`src/design/cfv_pkg.sv`:
```
// ----------------------------------------------------------------------------
// Cron field validator package
// Token kinds, character codes, field limits and shared types.
// ----------------------------------------------------------------------------
package cfv_pkg;

  localparam int unsigned NUM_FIELDS = 5;
  localparam int unsigned FIELD_IDX_W = 3;
  localparam int unsigned VALUE_W = 8;

  localparam logic [7:0] CHAR_SPACE = 8'h20;
  localparam logic [7:0] CHAR_STAR = 8'h2a;
  localparam logic [7:0] CHAR_ZERO = 8'h30;
  localparam logic [7:0] CHAR_NINE = 8'h39;
  localparam logic [VALUE_W-1:0] VALUE_CAP = 8'd255;

  typedef enum logic [1:0] {
    KIND_EMPTY,
    KIND_STAR,
    KIND_NUM,
    KIND_OTHER
  } kind_t;

  typedef struct packed {
    logic [7:0] char_byte;
    logic       last_char;
  } cfv_item_t;

  // Inclusive lower bound of each field.
  function automatic logic [VALUE_W-1:0] field_lo(input logic [FIELD_IDX_W-1:0] idx);
    logic [VALUE_W-1:0] lo;
    case (idx)
      3'd2: lo = 8'd1;
      3'd3: lo = 8'd1;
      default: lo = 8'd0;
    endcase
    return lo;
  endfunction

  // Exclusive upper bound of each field.
  function automatic logic [VALUE_W-1:0] field_limit(input logic [FIELD_IDX_W-1:0] idx);
    logic [VALUE_W-1:0] lim;
    case (idx)
      3'd0: lim = 8'd60;
      3'd1: lim = 8'd24;
      3'd2: lim = 8'd32;
      3'd3: lim = 8'd13;
      3'd4: lim = 8'd8;
      default: lim = 8'd0;
    endcase
    return lim;
  endfunction

endpackage

```
`src/design/cron_field_validator.sv`:
```
// ----------------------------------------------------------------------------
// Cron field validator
// Checks a cron schedule string that arrives one byte per transaction.
// ----------------------------------------------------------------------------
// The char channel (char_valid, char_stall, char_byte, last_char) carries the
// string, one byte per transaction; last_char marks its final byte. Spaces
// separate tokens. The result channel (result_valid, result_stall, is_valid)
// carries one transaction per string, is_valid high when the first five
// tokens are each a star or a number within its field's range.
// A byte is registered on acceptance and then updates the parser state; the
// result goes to the output register with the last byte's update. One byte
// is taken every cycle while char_stall is low; the rate is set by the
// single parser state update per byte.
// Reset clears the parser state and empties both pipeline registers. When
// the receiver stalls, the result is held; bytes keep flowing until a second
// last byte needs the held output register, and then char_stall rises.
// ----------------------------------------------------------------------------
module cron_field_validator (
  input  logic       clk,
  input  logic       rst,
  input  logic       char_valid,
  output logic       char_stall,
  input  logic [7:0] char_byte,
  input  logic       last_char,
  output logic       result_valid,
  input  logic       result_stall,
  output logic       is_valid
);

  logic               s1_valid;
  cfv_pkg::cfv_item_t s1_item;
  logic               out_free;
  logic               s1_fire;
  logic               s1_load;
  logic               pass;

  assign out_free = !result_valid || !result_stall;
  assign s1_fire = s1_valid && (!s1_item.last_char || out_free);
  assign char_stall = s1_valid && !s1_fire;
  assign s1_load = char_valid && !char_stall;

  always_ff @(posedge clk) begin
    if (rst) begin
      s1_valid <= 1'b0;
    end else if (s1_load) begin
      s1_valid <= 1'b1;
    end else if (s1_fire) begin
      s1_valid <= 1'b0;
    end
  end

  always_ff @(posedge clk) begin
    if (s1_load) begin
      s1_item.char_byte <= char_byte;
      s1_item.last_char <= last_char;
    end
  end

  cfv_parser u_parser (
    .clk  (clk),
    .rst  (rst),
    .step (s1_fire),
    .item (s1_item),
    .pass (pass)
  );

  always_ff @(posedge clk) begin
    if (rst) begin
      result_valid <= 1'b0;
    end else if (s1_fire && s1_item.last_char) begin
      result_valid <= 1'b1;
    end else if (!result_stall) begin
      result_valid <= 1'b0;
    end
  end

  always_ff @(posedge clk) begin
    if (s1_fire && s1_item.last_char) begin
      is_valid <= pass;
    end
  end

endmodule

```
`src/design/cfv_parser.sv`:
```
// ----------------------------------------------------------------------------
// Cron field parser
// Holds the token state and scores the first five fields, one byte per step.
// ----------------------------------------------------------------------------
module cfv_parser (
  input  logic              clk,
  input  logic              rst,
  input  logic              step,
  input  cfv_pkg::cfv_item_t item,
  output logic              pass
);

  cfv_pkg::kind_t                    kind, kind_next;
  logic [cfv_pkg::VALUE_W-1:0]       value, value_next;
  logic [cfv_pkg::FIELD_IDX_W-1:0]   field_index, field_index_next;
  logic [cfv_pkg::FIELD_IDX_W-1:0]   good_fields, good_fields_next;

  logic                              is_space;
  logic                              is_digit;
  logic [3:0]                        digit;
  logic [11:0]                       acc;
  cfv_pkg::kind_t                    kind_take;
  logic [cfv_pkg::VALUE_W-1:0]       value_take;
  cfv_pkg::kind_t                    kind_pre;
  logic [cfv_pkg::VALUE_W-1:0]       value_pre;
  logic                              do_close;
  logic                              counts;
  logic                              ok;
  logic [cfv_pkg::FIELD_IDX_W-1:0]   fi_closed;
  logic [cfv_pkg::FIELD_IDX_W-1:0]   good_closed;
  logic [7:0]                        digit_wide;

  always_comb begin
    is_space = (item.char_byte == cfv_pkg::CHAR_SPACE);
    is_digit = (item.char_byte >= cfv_pkg::CHAR_ZERO) && (item.char_byte <= cfv_pkg::CHAR_NINE);
    digit_wide = item.char_byte - cfv_pkg::CHAR_ZERO;
    digit = digit_wide[3:0];
    acc = {1'b0, value, 3'b000} + {3'b000, value, 1'b0} + {8'd0, digit};

    kind_take = cfv_pkg::KIND_OTHER;
    value_take = value;
    case (kind)
      cfv_pkg::KIND_EMPTY: begin
        value_take = '0;
        if (item.char_byte == cfv_pkg::CHAR_STAR) begin
          kind_take = cfv_pkg::KIND_STAR;
        end else if (is_digit) begin
          kind_take = cfv_pkg::KIND_NUM;
          value_take = {4'd0, digit};
        end
      end
      cfv_pkg::KIND_NUM: begin
        if (is_digit) begin
          kind_take = cfv_pkg::KIND_NUM;
          value_take = (acc > {4'd0, cfv_pkg::VALUE_CAP}) ? cfv_pkg::VALUE_CAP : acc[7:0];
        end
      end
      default: kind_take = cfv_pkg::KIND_OTHER;
    endcase

    kind_pre = is_space ? kind : kind_take;
    value_pre = is_space ? value : value_take;
    do_close = is_space || item.last_char;
    counts = (kind_pre != cfv_pkg::KIND_EMPTY) &&
             (field_index < cfv_pkg::FIELD_IDX_W'(cfv_pkg::NUM_FIELDS));

    case (kind_pre)
      cfv_pkg::KIND_STAR: ok = 1'b1;
      cfv_pkg::KIND_NUM: ok = (value_pre >= cfv_pkg::field_lo(field_index)) &&
                              (value_pre < cfv_pkg::field_limit(field_index));
      default: ok = 1'b0;
    endcase

    fi_closed = counts ? field_index + 3'd1 : field_index;
    good_closed = (counts && ok) ? good_fields + 3'd1 : good_fields;
    pass = (good_closed == cfv_pkg::FIELD_IDX_W'(cfv_pkg::NUM_FIELDS));

    if (item.last_char) begin
      kind_next = cfv_pkg::KIND_EMPTY;
      value_next = '0;
      field_index_next = '0;
      good_fields_next = '0;
    end else if (do_close) begin
      kind_next = cfv_pkg::KIND_EMPTY;
      value_next = '0;
      field_index_next = fi_closed;
      good_fields_next = good_closed;
    end else begin
      kind_next = kind_take;
      value_next = value_take;
      field_index_next = field_index;
      good_fields_next = good_fields;
    end
  end

  always_ff @(posedge clk) begin
    if (rst) begin
      kind <= cfv_pkg::KIND_EMPTY;
      value <= '0;
      field_index <= '0;
      good_fields <= '0;
    end else if (step) begin
      kind <= kind_next;
      value <= value_next;
      field_index <= field_index_next;
      good_fields <= good_fields_next;
    end
  end

endmodule

```
`config.mk`:
```
export PLATFORM = sky130hd
export DESIGN_NAME = cron_field_validator
export DESIGN_NICKNAME = d
export VERILOG_FILES = /design/src/design/cfv_pkg.sv /design/src/design/cron_field_validator.sv /design/src/design/cfv_parser.sv
export SDC_FILE = /design/constraint.sdc
export NUM_CORES = 1
export LEC_CHECK = 0
export ABC_CLOCK_PERIOD_IN_PS = 11150
export BUFFER_PORTS_ARGS = -buffer_cell sky130_fd_sc_hd__buf_2
export CAP_MARGIN = 15
export CORE_MARGIN = 4
export CORE_UTILIZATION = 36
export CTS_BUF_LIST = sky130_fd_sc_hd__clkbuf_16
export CTS_CLUSTER_DIAMETER = 80
export CTS_CLUSTER_SIZE = 25
export DETAILED_ROUTE_END_ITERATION = 10
export GPL_ROUTABILITY_DRIVEN = 1
export HOLD_SLACK_MARGIN = 0.08
export SLEW_MARGIN = 10
export SYNTH_ARGS = -nofsm -noshare
export SYNTH_HDL_FRONTEND = slang
export SYNTH_SLANG_ARGS = --single-unit
```
`constraint.sdc`:
```
create_clock -name clk -period 11.15 [get_ports clk]
set_clock_uncertainty 0.1 [all_clocks]
set_input_delay 2.23 -clock clk [delete_from_list [all_inputs] [get_ports clk]]
set_output_delay 2.23 -clock clk [all_outputs]
set_load 0.02 [all_outputs]
```
# Word level (Yosys, flattened, before mapping)
# Index checks and enable logic that the tools add are counted.
# Widths: inputs -> output; s select.
word_totals:
  regBits: 28
op_classes:
  eq_ne: 11
  n_reduce_logical: 25
  add_sub_neg: 5
  muxes: 29
  magnitude_cmp: 6
ops:
  columns: ["op", "count"]
  rows:
  - ["$mux 8", 8]
  - ["$pmux 6 s5", 1]
  - ["$mux 3", 6]
  - ["$eq 8x6->1 const B", 2]
  - ["$pmux 8 s2", 1]
  - ["$add 11x9->12", 1]
  - ["$add 12x4->12", 1]
  - ["$gt 12x8->1 const B", 1]
  - ["$ge 8x6->1 const B", 1]
  - ["$ge 8x8->1", 1]
  - ["$le 8x6->1 const B", 1]
  - ["$logic_and 1x1->1", 8]
  - ["$lt 8x8->1", 1]
  - ["$mux 2", 4]
  - ["$reduce_bool 2->1", 4]
  - ["$add 3x1->3 const B", 2]
  - ["$eq 3x2->1 const B", 2]
  - ["$eq 3x3->1 const B", 2]
  - ["$mux 1", 6]
  - ["$logic_not 1->1", 5]
  - ["$eq 2x2->1 const B", 2]
  - ["$mux 4", 1]
  - ["$pmux 2 s2", 1]
  - ["$sub 4x1->4 const B", 1]
  - ["11 further kinds", 13]

# Depth between registers and ports, before layout
# Gate-level depths: netlist of run 1.
depth:
  ltp_word: 15
  ltp_mapped: 16
  depth_no_buf: 16

# Modules after synthesis
# From an unflattened synthesis of run 1, not the netlist that was laid out.
unflattened:
  cells_unflattened: 296
  area_unflattened_um2: 2474.9
modules_own_cells:
  columns: ["module", "area_each_um2", "seq_area_each_um2", "cells_each", "n_inst"]
  rows:
  - ["cfv_parser", 2082.0, 320.3, 273, 1]
  - ["cron_field_validator", 392.9, 340.3, 23, 1]

# Least setup slack after synthesis of run 1
# Ideal clock, no wire load.
synth_path:
  path_type: "input to output"
  start: "input result_stall"
  end: "output char_stall"
  path_buffers: 0
  t_required_ns: 8.820
  stages: 2
  t_arrival_ns: 2.501
  path_slack_ns: 6.319
  cell_sequence: "nand4_1 inv_1"
synth_between:
  elab_chain_len: 6
synth_rtl:
  columns: ["item", "line", "source"]
  rows:
  - ["start: declaration", "cron_field_validator.sv:26", "input logic result_stall,"]
  - ["$logic_not 1->1", null, null]
  - ["$logic_or 1x1->1", "cron_field_validator.sv:37", "assign out_free = !result_valid || !result_stall;"]
  - ["$logic_or 1x1->1", "cron_field_validator.sv:38", "assign s1_fire = s1_valid && (!s1_item.last_char || out_free);"]
  - ["$logic_and 1x1->1", "cron_field_validator.sv:38", null]
  - ["$logic_not 1->1", "cron_field_validator.sv:39", "assign char_stall = s1_valid && !s1_fire;"]
  - ["$logic_and 1x1->1", "cron_field_validator.sv:39", null]
  - ["end: declaration", "cron_field_validator.sv:22", "output logic char_stall,"]
# Every way passes these cells.

# Worst setup path in the final report of run 1
# Ends and elaborated chain as after synthesis.

==> results of run 1 <==
## power by group
part           total, mW  internal [mW]  switching, mW  leakage [nW]
logic             0.0167        0.00637         0.0103         0.841
registers          0.113          0.109        0.00414         0.245
clock network     0.0823         0.0481         0.0342        0.0385
total              0.212          0.163         0.0486          1.12
## flip-flops by register name (all words and copies together), names as in the netlist
signal                flops
is_valid                  1
result_valid              1
s1_item                   9
s1_valid                  1
u_parser.field_index      3
u_parser.good_fields      3
u_parser.kind             2
u_parser.value            8
## metrics by stage
stage | setup WS, ns | std cells
5_1_grt | 6.059 | 374
4_1_cts | 6.117 | 374
6_report | 6.129 | 374
3_5_place_dp | 6.120 | 370
3_3_place_gp | 6.147 | 370
2_1_floorplan | 6.319 | 289
## cell families after synthesis
| group | count (synthesis) | synth area share |
|---|---|---|
| AO/OA/AOI/OAI | 92 | 0.2694 |
| XOR/XNOR | 3 | 0.01095 |
| adder cells (fa/ha/maj) | 30 | 0.1626 |
| buffers and inverters | 25 | 0.04377 |
| flip-flops | 28 | 0.2751 |
| multiplexers | 3 | 0.01251 |
| AND/OR/NAND/NOR | 108 | 0.2256 |
## cell type report
class	instances	area [um^2]	area share
timing repair buffer	15	75.07	0.02889
tap	77	96.34	0.03707
inverter	14	52.55	0.02022
sequential	28	660.6	0.2542
clock buffer	3	75.07	0.02889
clock inverter	1	3.754	0.001444
multi-input combinational	236	1635	0.6293
## per-layer routing
| layer | track usage | vias to the layer above | share of wire |
|---|---|---|---|
| met2 | 0.2620 | 64 | 0.48 |
| li1 | - | 1101 | - |
| met1 | 0.2144 | 1062 | 0.46 |
| met3 | 0.01551 | 10 | 0.048 |
| met4 | 0.04195 | 0 | 0.014 |
| met5 | 0 | - | 0 |
## path summary, 6_finish.rpt
check	end	slack [ns]	depth (start not counted)
setup / recovery	char_stall	6.13	4
hold / removal	result_valid	0.39	2
setup reg to reg	is_valid	6.44	14
hold reg to reg	result_valid	0.39	2
## layout by cell type, fill, tap and decap left out, drive strengths merged, types with 2 or more instances in the layout
cell type,n
o21ai,22
nor2,30
fa,2
o211ai,3
and2,4
a31o,2
o22ai,3
o21a,4
nand2b,2
xnor2,2
nor2b,2
edfxtp,10
o31a,3
ha,28
inv,14
a211oi,3
buf,15
nor3,6
nand3,13
nor3b,2
a31oi,3
clkbuf,3
dfxtp,18
or3,4
a2111oi,2
a21o,7
a21oi,17
a22oi,9
nand2,29
o2111ai,3
nand4,4
and3,4
nor4b,2
mux2i,3
## critical path: cells and delay by family
family	cells	cell delay [ns]
AND/OR/NAND/NOR	1	0.11
buffers and inverters	3	0.35
==> impl_results.rst, run 1 <==
.. list-table::
   :header-rows: 1

   * - Metric
     - Value
   * - RR Startpoint
     - s1_item[4]
   * - Synth Net Count
     - 332
   * - Synth area leader
     - sky130_fd_sc_hd__dfxtp_1
   * - Worst-case vdd ir drop
     - 0.07105 mV
   * - CTS hold repair buffers
     - 0
   * - Worst-Skew Late Latency
     - 0.26 ns
   * - Number of nets with antenna violations after routing
     - 0
   * - Slew Limit Fails
     - 0
   * - Clock tree from TritonCTS
     - yes
   * - Post-synthesis async set-or-reset flop share
     - 0
   * - Starting DRT DRC Count
     - 110
   * - Routed wire length
     - 5888 um
   * - Final hold vios
     - 0
   * - Global-route congestion overflow total
     - 0
   * - Pin count of the biggest net entering global routing
     - 18
   * - Status
     - complete, no violations
   * - Total setup buffers inserted after CTS
     - 0
   * - Slowest stage cell on the critical path
     - sky130_fd_sc_hd__buf_2
   * - Area of all placed cells without fillers
     - 2599 um^2
   * - End-of-flow core utilization
     - 0.4046
   * - Final setup TNS
     - 0 ns
   * - Root Buffer Master
     - sky130_fd_sc_hd__clkbuf_16
   * - Unrepaired setup endpoints after global routing
     - false
   * - Number of fill cells
     - 641
   * - Drt wl/cell
     - 15.74 um
   * - Number of antenna violations at the first check in global routing
     - 0
   * - Clock net sink count
     - 28
   * - Power Total
     - 211.7 uW
   * - Most repeated library cell on the critical path
     - sky130_fd_sc_hd__buf_2
   * - Yosys Warn Count
     - 0
   * - Mapped cell area
     - 2401 um^2
   * - Port Buffer Count
     - 15
   * - Class of the most critical hold timing path
     - register to register
   * - Count of unresolved DRC violations after routing
     - 0
   * - Wire length of the first global-routing pass
     - 10,170 um
   * - Global placer's final weighted congestion
     - 0.8721
   * - Highest Clock Rate
     - 0.1992 GHz
   * - Kind of end point of the critical path
     - output port
   * - Most frequent cell after synthesis
     - sky130_fd_sc_hd__nor2_1
   * - Ant diodes
     - 0
   * - Portion of synthesized cell area occupied by the leading cell type
     - 0.1501
   * - Synth Area per Inst
     - 8.308 um^2
   * - CP Data Required Time
     - 8.82 ns
   * - Ratio of cells with drive above 1 in the final layout
     - 0.1044
   * - Final number of setup-violating endpoints
     - 0
   * - Number of placement rows
     - 29
   * - Maximum level of the CTS H-tree
     - 1
   * - Critical-path maximum fanout
     - 3
   * - Sequential element share of the synthesized area
     - 0.2751
   * - Hold Path Origin
     - result_valid
   * - Maximum single-stage delay on the critical path
     - 0.16 ns
   * - Smallest hold slack
     - 0.3930 ns
   * - Post-layout net count
     - 341
   * - Post_cts resized
     - 0
   * - Leakage power summed over all cells
     - 1.124 nW
   * - Num ports
     - 16
   * - Dominant cells by area after synthesis
     - sky130_fd_sc_hd__dfxtp_1 15%, sky130_fd_sc_hd__ha_1 15%, sky130_fd_sc_hd__edfxtp_1 13%, sky130_fd_sc_hd__nor2_1 4.7%, sky130_fd_sc_hd__nand2_1 4.4%
   * - Power per cell area
     - 81.47 nW/um^2
   * - Critical path cell sequence
     - buf_2 > nand4_1 > inv_1 > buf_2
   * - CTS buffer count
     - 3
   * - Number of iterations in the first detailed-routing pass
     - 4
   * - Gate count after technology mapping
     - 289
   * - Number of flip-flops and latches in the synthesized netlist
     - 28
   * - Clock tree buffer depth
     - 2
   * - Die ar.
     - 8040 um^2
   * - Detail Placement HPWL
     - 4545 um
   * - Routed via count
     - 2,237
   * - Data arrival time of the worst path
     - 2.69 ns
   * - Worst max-slew margin expressed relative to the limit
     - 0.6023
   * - Number of global-route vias before repair
     - 2,224
   * - Category of the critical setup timing path
     - input port to output port
   * - Top cells by count, synth
     - 30 x sky130_fd_sc_hd__nor2_1, 28 x sky130_fd_sc_hd__ha_1, 28 x sky130_fd_sc_hd__nand2_1
   * - Distinct cells, synth
     - 61
   * - Launching instance or port of the critical path
     - result_stall
   * - Drt via density
     - 5.981
   * - Standard cell core area
     - 6422 um^2
   * - Post-synth EDFFs
     - 10
   * - Placement-stage cell area
     - 2520 um^2
   * - Final cycle utilization of the critical path
     - 0.4503
   * - Overall fraction of global-route tracks in use
     - 0.1564
   * - Max-cap violations
     - 0
   * - Prevailing post-synth register cell
     - sky130_fd_sc_hd__dfxtp_1
   * - Overall die height
     - 89.67 um
   * - Die Wd
     - 89.67 um
   * - Tightest Pin Transition
     - 0.5948 ns
   * - CTS clock-pin slew for the worst setup and hold paths
     - 0.07 ns
   * - Worst Setup Start Kind
     - input port
   * - Area growth from synthesis to final layout
     - 8.233%
   * - Period minus WS final
     - 5.021 ns
   * - Starting utilization of the core area
     - 0.3739
(Power assumes the default switching activity.)
==> run 2: changes to the inputs <==
- ABC_CLOCK_PERIOD_IN_PS: 11150 -> 4900
- clock period: 11.15 -> 4.9 ns (I/O delays scaled with it)
==> impl_results.rst, run 2 (synthesis results as in run 1) <==
.. list-table::
   :header-rows: 1

   * - Metric
     - Value
   * - Slew Limit Fails
     - 0 (unchanged)
   * - Highest Clock Rate
     - 0.2209 GHz
   * - Count of unresolved DRC violations after routing
     - 0 (unchanged)
   * - Period minus WS final
     - 4.527 ns
   * - Pin count of the biggest net entering global routing
     - 18 (unchanged)
   * - End-of-flow core utilization
     - 0.4078 (+0.003117)
   * - Leading cell types in the layout, fill and taps excluded
     - 30 x sky130_fd_sc_hd__nor2_1, 28 x sky130_fd_sc_hd__nand2_1, 28 x sky130_fd_sc_hd__ha_1
   * - Maximum level of the CTS H-tree
     - 1 (unchanged)
   * - Power per cell area
     - 182.8 nW/um^2 (+120%)
   * - CTS clock-pin slew for the worst setup and hold paths
     - 0.07 ns (about the same)
   * - Die ar.
     - 8040 um^2 (unchanged)
   * - Number of placement rows
     - 29 (unchanged)
   * - Max reg flops
     - 9 (unchanged)
   * - Category of the critical setup timing path
     - register to register
   * - Overall die height
     - 89.67 um (unchanged)
   * - Clock net sink count
     - 28 (unchanged)
   * - Area of all placed cells without fillers
     - 2619 um^2 (+0.77%)
   * - Final cycle utilization of the critical path
     - 0.9239
   * - Kind of end point of the critical path
     - register
   * - Worst Setup Start Kind
     - register
   * - Total setup buffers inserted after CTS
     - 0 (unchanged)
   * - Wire length of the first global-routing pass
     - 9577 um (-5.8%)
   * - Cells on Worst Hold Path
     - 2 (unchanged)
   * - Standard cell core area
     - 6422 um^2 (unchanged)
   * - Register containing the most flip-flops in the final layout
     - s1_item
   * - Post-layout net count
     - 343 (+0.59%)
   * - Largest registers
     - s1_item: 9 flops, u_parser.value: 8 flops
   * - Starting utilization of the core area
     - 0.3739 (unchanged)
   * - Number of nets with antenna violations after routing
     - 0 (unchanged)
   * - Number of antenna violations at the first check in global routing
     - 0 (unchanged)
   * - Unrepaired setup endpoints after global routing
     - false
   * - Hold Path Origin
     - result_valid
   * - Worst-case vdd ir drop
     - 0.1783 mV (+150%)
   * - Detail Placement HPWL
     - 4341 um (-4.5%)
   * - Worst Reg-to-Reg Cells
     - 14 (unchanged)
   * - Port Buffer Count
     - 15 (unchanged)
   * - CTS buffer count
     - 3 (unchanged)
   * - End point of the most critical hold path
     - result_valid
   * - Final setup TNS
     - 0 ns (unchanged)
   * - Area growth from synthesis to final layout
     - 9.067%
   * - Worst max-slew margin expressed relative to the limit
     - 0.6646 (+0.06229)
   * - Register-to-Register Setup Slack
     - 0.37 ns (-6.07 ns)
   * - Final number of setup-violating endpoints
     - 0 (unchanged)
   * - Ant diodes
     - 0 (unchanged)
   * - Critical-path maximum fanout
     - 5 (+2)
   * - Commonest non-fill, non-tap cell in the layout
     - sky130_fd_sc_hd__nor2_1
   * - Critical R2R Capture
     - is_valid
   * - Status
     - complete, no violations
   * - Class of the most critical hold timing path
     - register to register
   * - Number of fill cells
     - 608 (-5.1%)
   * - Placement-stage cell area
     - 2535 um^2 (+0.60%)
   * - CTS hold repair buffers
     - 0 (unchanged)
   * - CP Data Required Time
     - 4.82 ns (-4.00 ns)
   * - Starting DRT DRC Count
     - 117 (+6.4%)
   * - Die Wd
     - 89.67 um (unchanged)
   * - Global-route congestion overflow total
     - 0 (unchanged)
   * - Clock tree buffer depth
     - 2 (unchanged)
   * - Post_cts resized
     - 0 (unchanged)
   * - Global placer's final weighted congestion
     - 0.8302 (-4.8%)
   * - Overall fraction of global-route tracks in use
     - 0.1496 (-0.006787)
   * - Clock tree from TritonCTS
     - yes
   * - Number of global-route vias before repair
     - 2,085 (-6.3%)
   * - Number of iterations in the first detailed-routing pass
     - 4 (unchanged)
   * - Num ports
     - 16 (unchanged)
   * - Routed via count
     - 2,204 (-1.5%)
   * - Drt wl/cell
     - 14.84 um (-5.7%)
   * - Tightest Pin Transition
     - 0.4978 ns (-0.09703 ns)
   * - Root Buffer Master
     - sky130_fd_sc_hd__clkbuf_16
   * - Routed wire length
     - 5581 um (-5.2%)
   * - Worst-Skew Late Latency
     - 0.26 ns (about the same)
   * - Drt via density
     - 5.862 (-2.0%)
   * - Max-cap violations
     - 0 (unchanged)
   * - Data arrival time of the worst path
     - 4.44 ns (+1.75 ns)
   * - Ratio of cells with drive above 1 in the final layout
     - 0.1137 (+0.009335)
   * - Leakage power summed over all cells
     - 1.134 nW (+0.87%)
   * - RR Startpoint
     - s1_item[4]
   * - Final hold vios
     - 0 (unchanged)
run 2: final cells by class:
class | count | area [um^2] | share of cell area
multi-input combinational | 236 | 1640 | 0.6264
sequential | 28 | 660.6 | 0.2523
tap | 77 | 96.34 | 0.03679
timing repair buffer | 17 | 90.09 | 0.03440
clock buffer | 3 | 75.07 | 0.02867
inverter | 14 | 52.55 | 0.02007
clock inverter | 1 | 3.754 | 0.001433
run 2: critical path, stage by stage, from the launching register on:
cell and delay, ns:
sky130_fd_sc_hd__edfxtp_1 0.49, sky130_fd_sc_hd__fa_1 0.56, sky130_fd_sc_hd__ha_1 0.35, sky130_fd_sc_hd__a211oi_2 0.26, sky130_fd_sc_hd__nor2_1 0.11, sky130_fd_sc_hd__o31a_1 0.26
sky130_fd_sc_hd__o21a_1 0.22, sky130_fd_sc_hd__o21ai_2 0.22, sky130_fd_sc_hd__nand3_1 0.11, sky130_fd_sc_hd__ha_1 0.31, sky130_fd_sc_hd__a2111oi_1 0.41, sky130_fd_sc_hd__nor4b_1 0.37
sky130_fd_sc_hd__o22ai_2 0.16, sky130_fd_sc_hd__o21ba_4 0.23, sky130_fd_sc_hd__mux2i_1 0.11
run 2: how the worst max path moves through the flow:
| stage | start | to | slack (ns) | cells past startpoint |
|---|---|---|---|---|
| after global placement | s1_item[4] | is_valid | 0.36 | 14 |
| final | s1_item[4] | is_valid | 0.37 | 14 |
| after CTS | s1_item[4] | is_valid | 0.23 | 14 |
| after floorplan | s1_item[4] | is_valid | 0.62 | 14 |
| after global routing | s1_item[4] | is_valid | 0.04 | 14 |
| after detailed placement | s1_item[4] | is_valid | 0.25 | 14 |
run 2: per-layer routing:
metal | vias to the layer above | GRT usage | share of wire
li1 | 1105 | - | -
met1 | 1044 | 0.2014 | 0.48
met2 | 45 | 0.2480 | 0.47
met3 | 10 | 0.01642 | 0.029
met4 | 0 | 0.05142 | 0.019
met5 | - | 0 | 0
run 2: per-stage QoR:
| step | cells | hold slack (ns) | setup slack (ns) | power [mW] |
|---|---|---|---|---|
| after floorplan | 289 | 0.3596 | 0.6155 | 0.2852 |
| after global placement | 372 | 0.3721 | 0.3649 | 0.2988 |
| after detailed placement | 372 | 0.3804 | 0.2478 | 0.2989 |
| after CTS | 376 | 0.3911 | 0.2338 | 0.4849 |
| after global routing | 376 | 0.4263 | 0.04005 | 0.5011 |
| final | 376 | 0.3850 | 0.3729 | 0.4786 |
run 2: power by group:
part           switching (mW)  total, mW  internal (mW)  leakage (nW)
Sequential            0.00918      0.256          0.247         0.245
Clock                  0.0750      0.184          0.109        0.0385
Combinational          0.0232     0.0379         0.0147         0.851
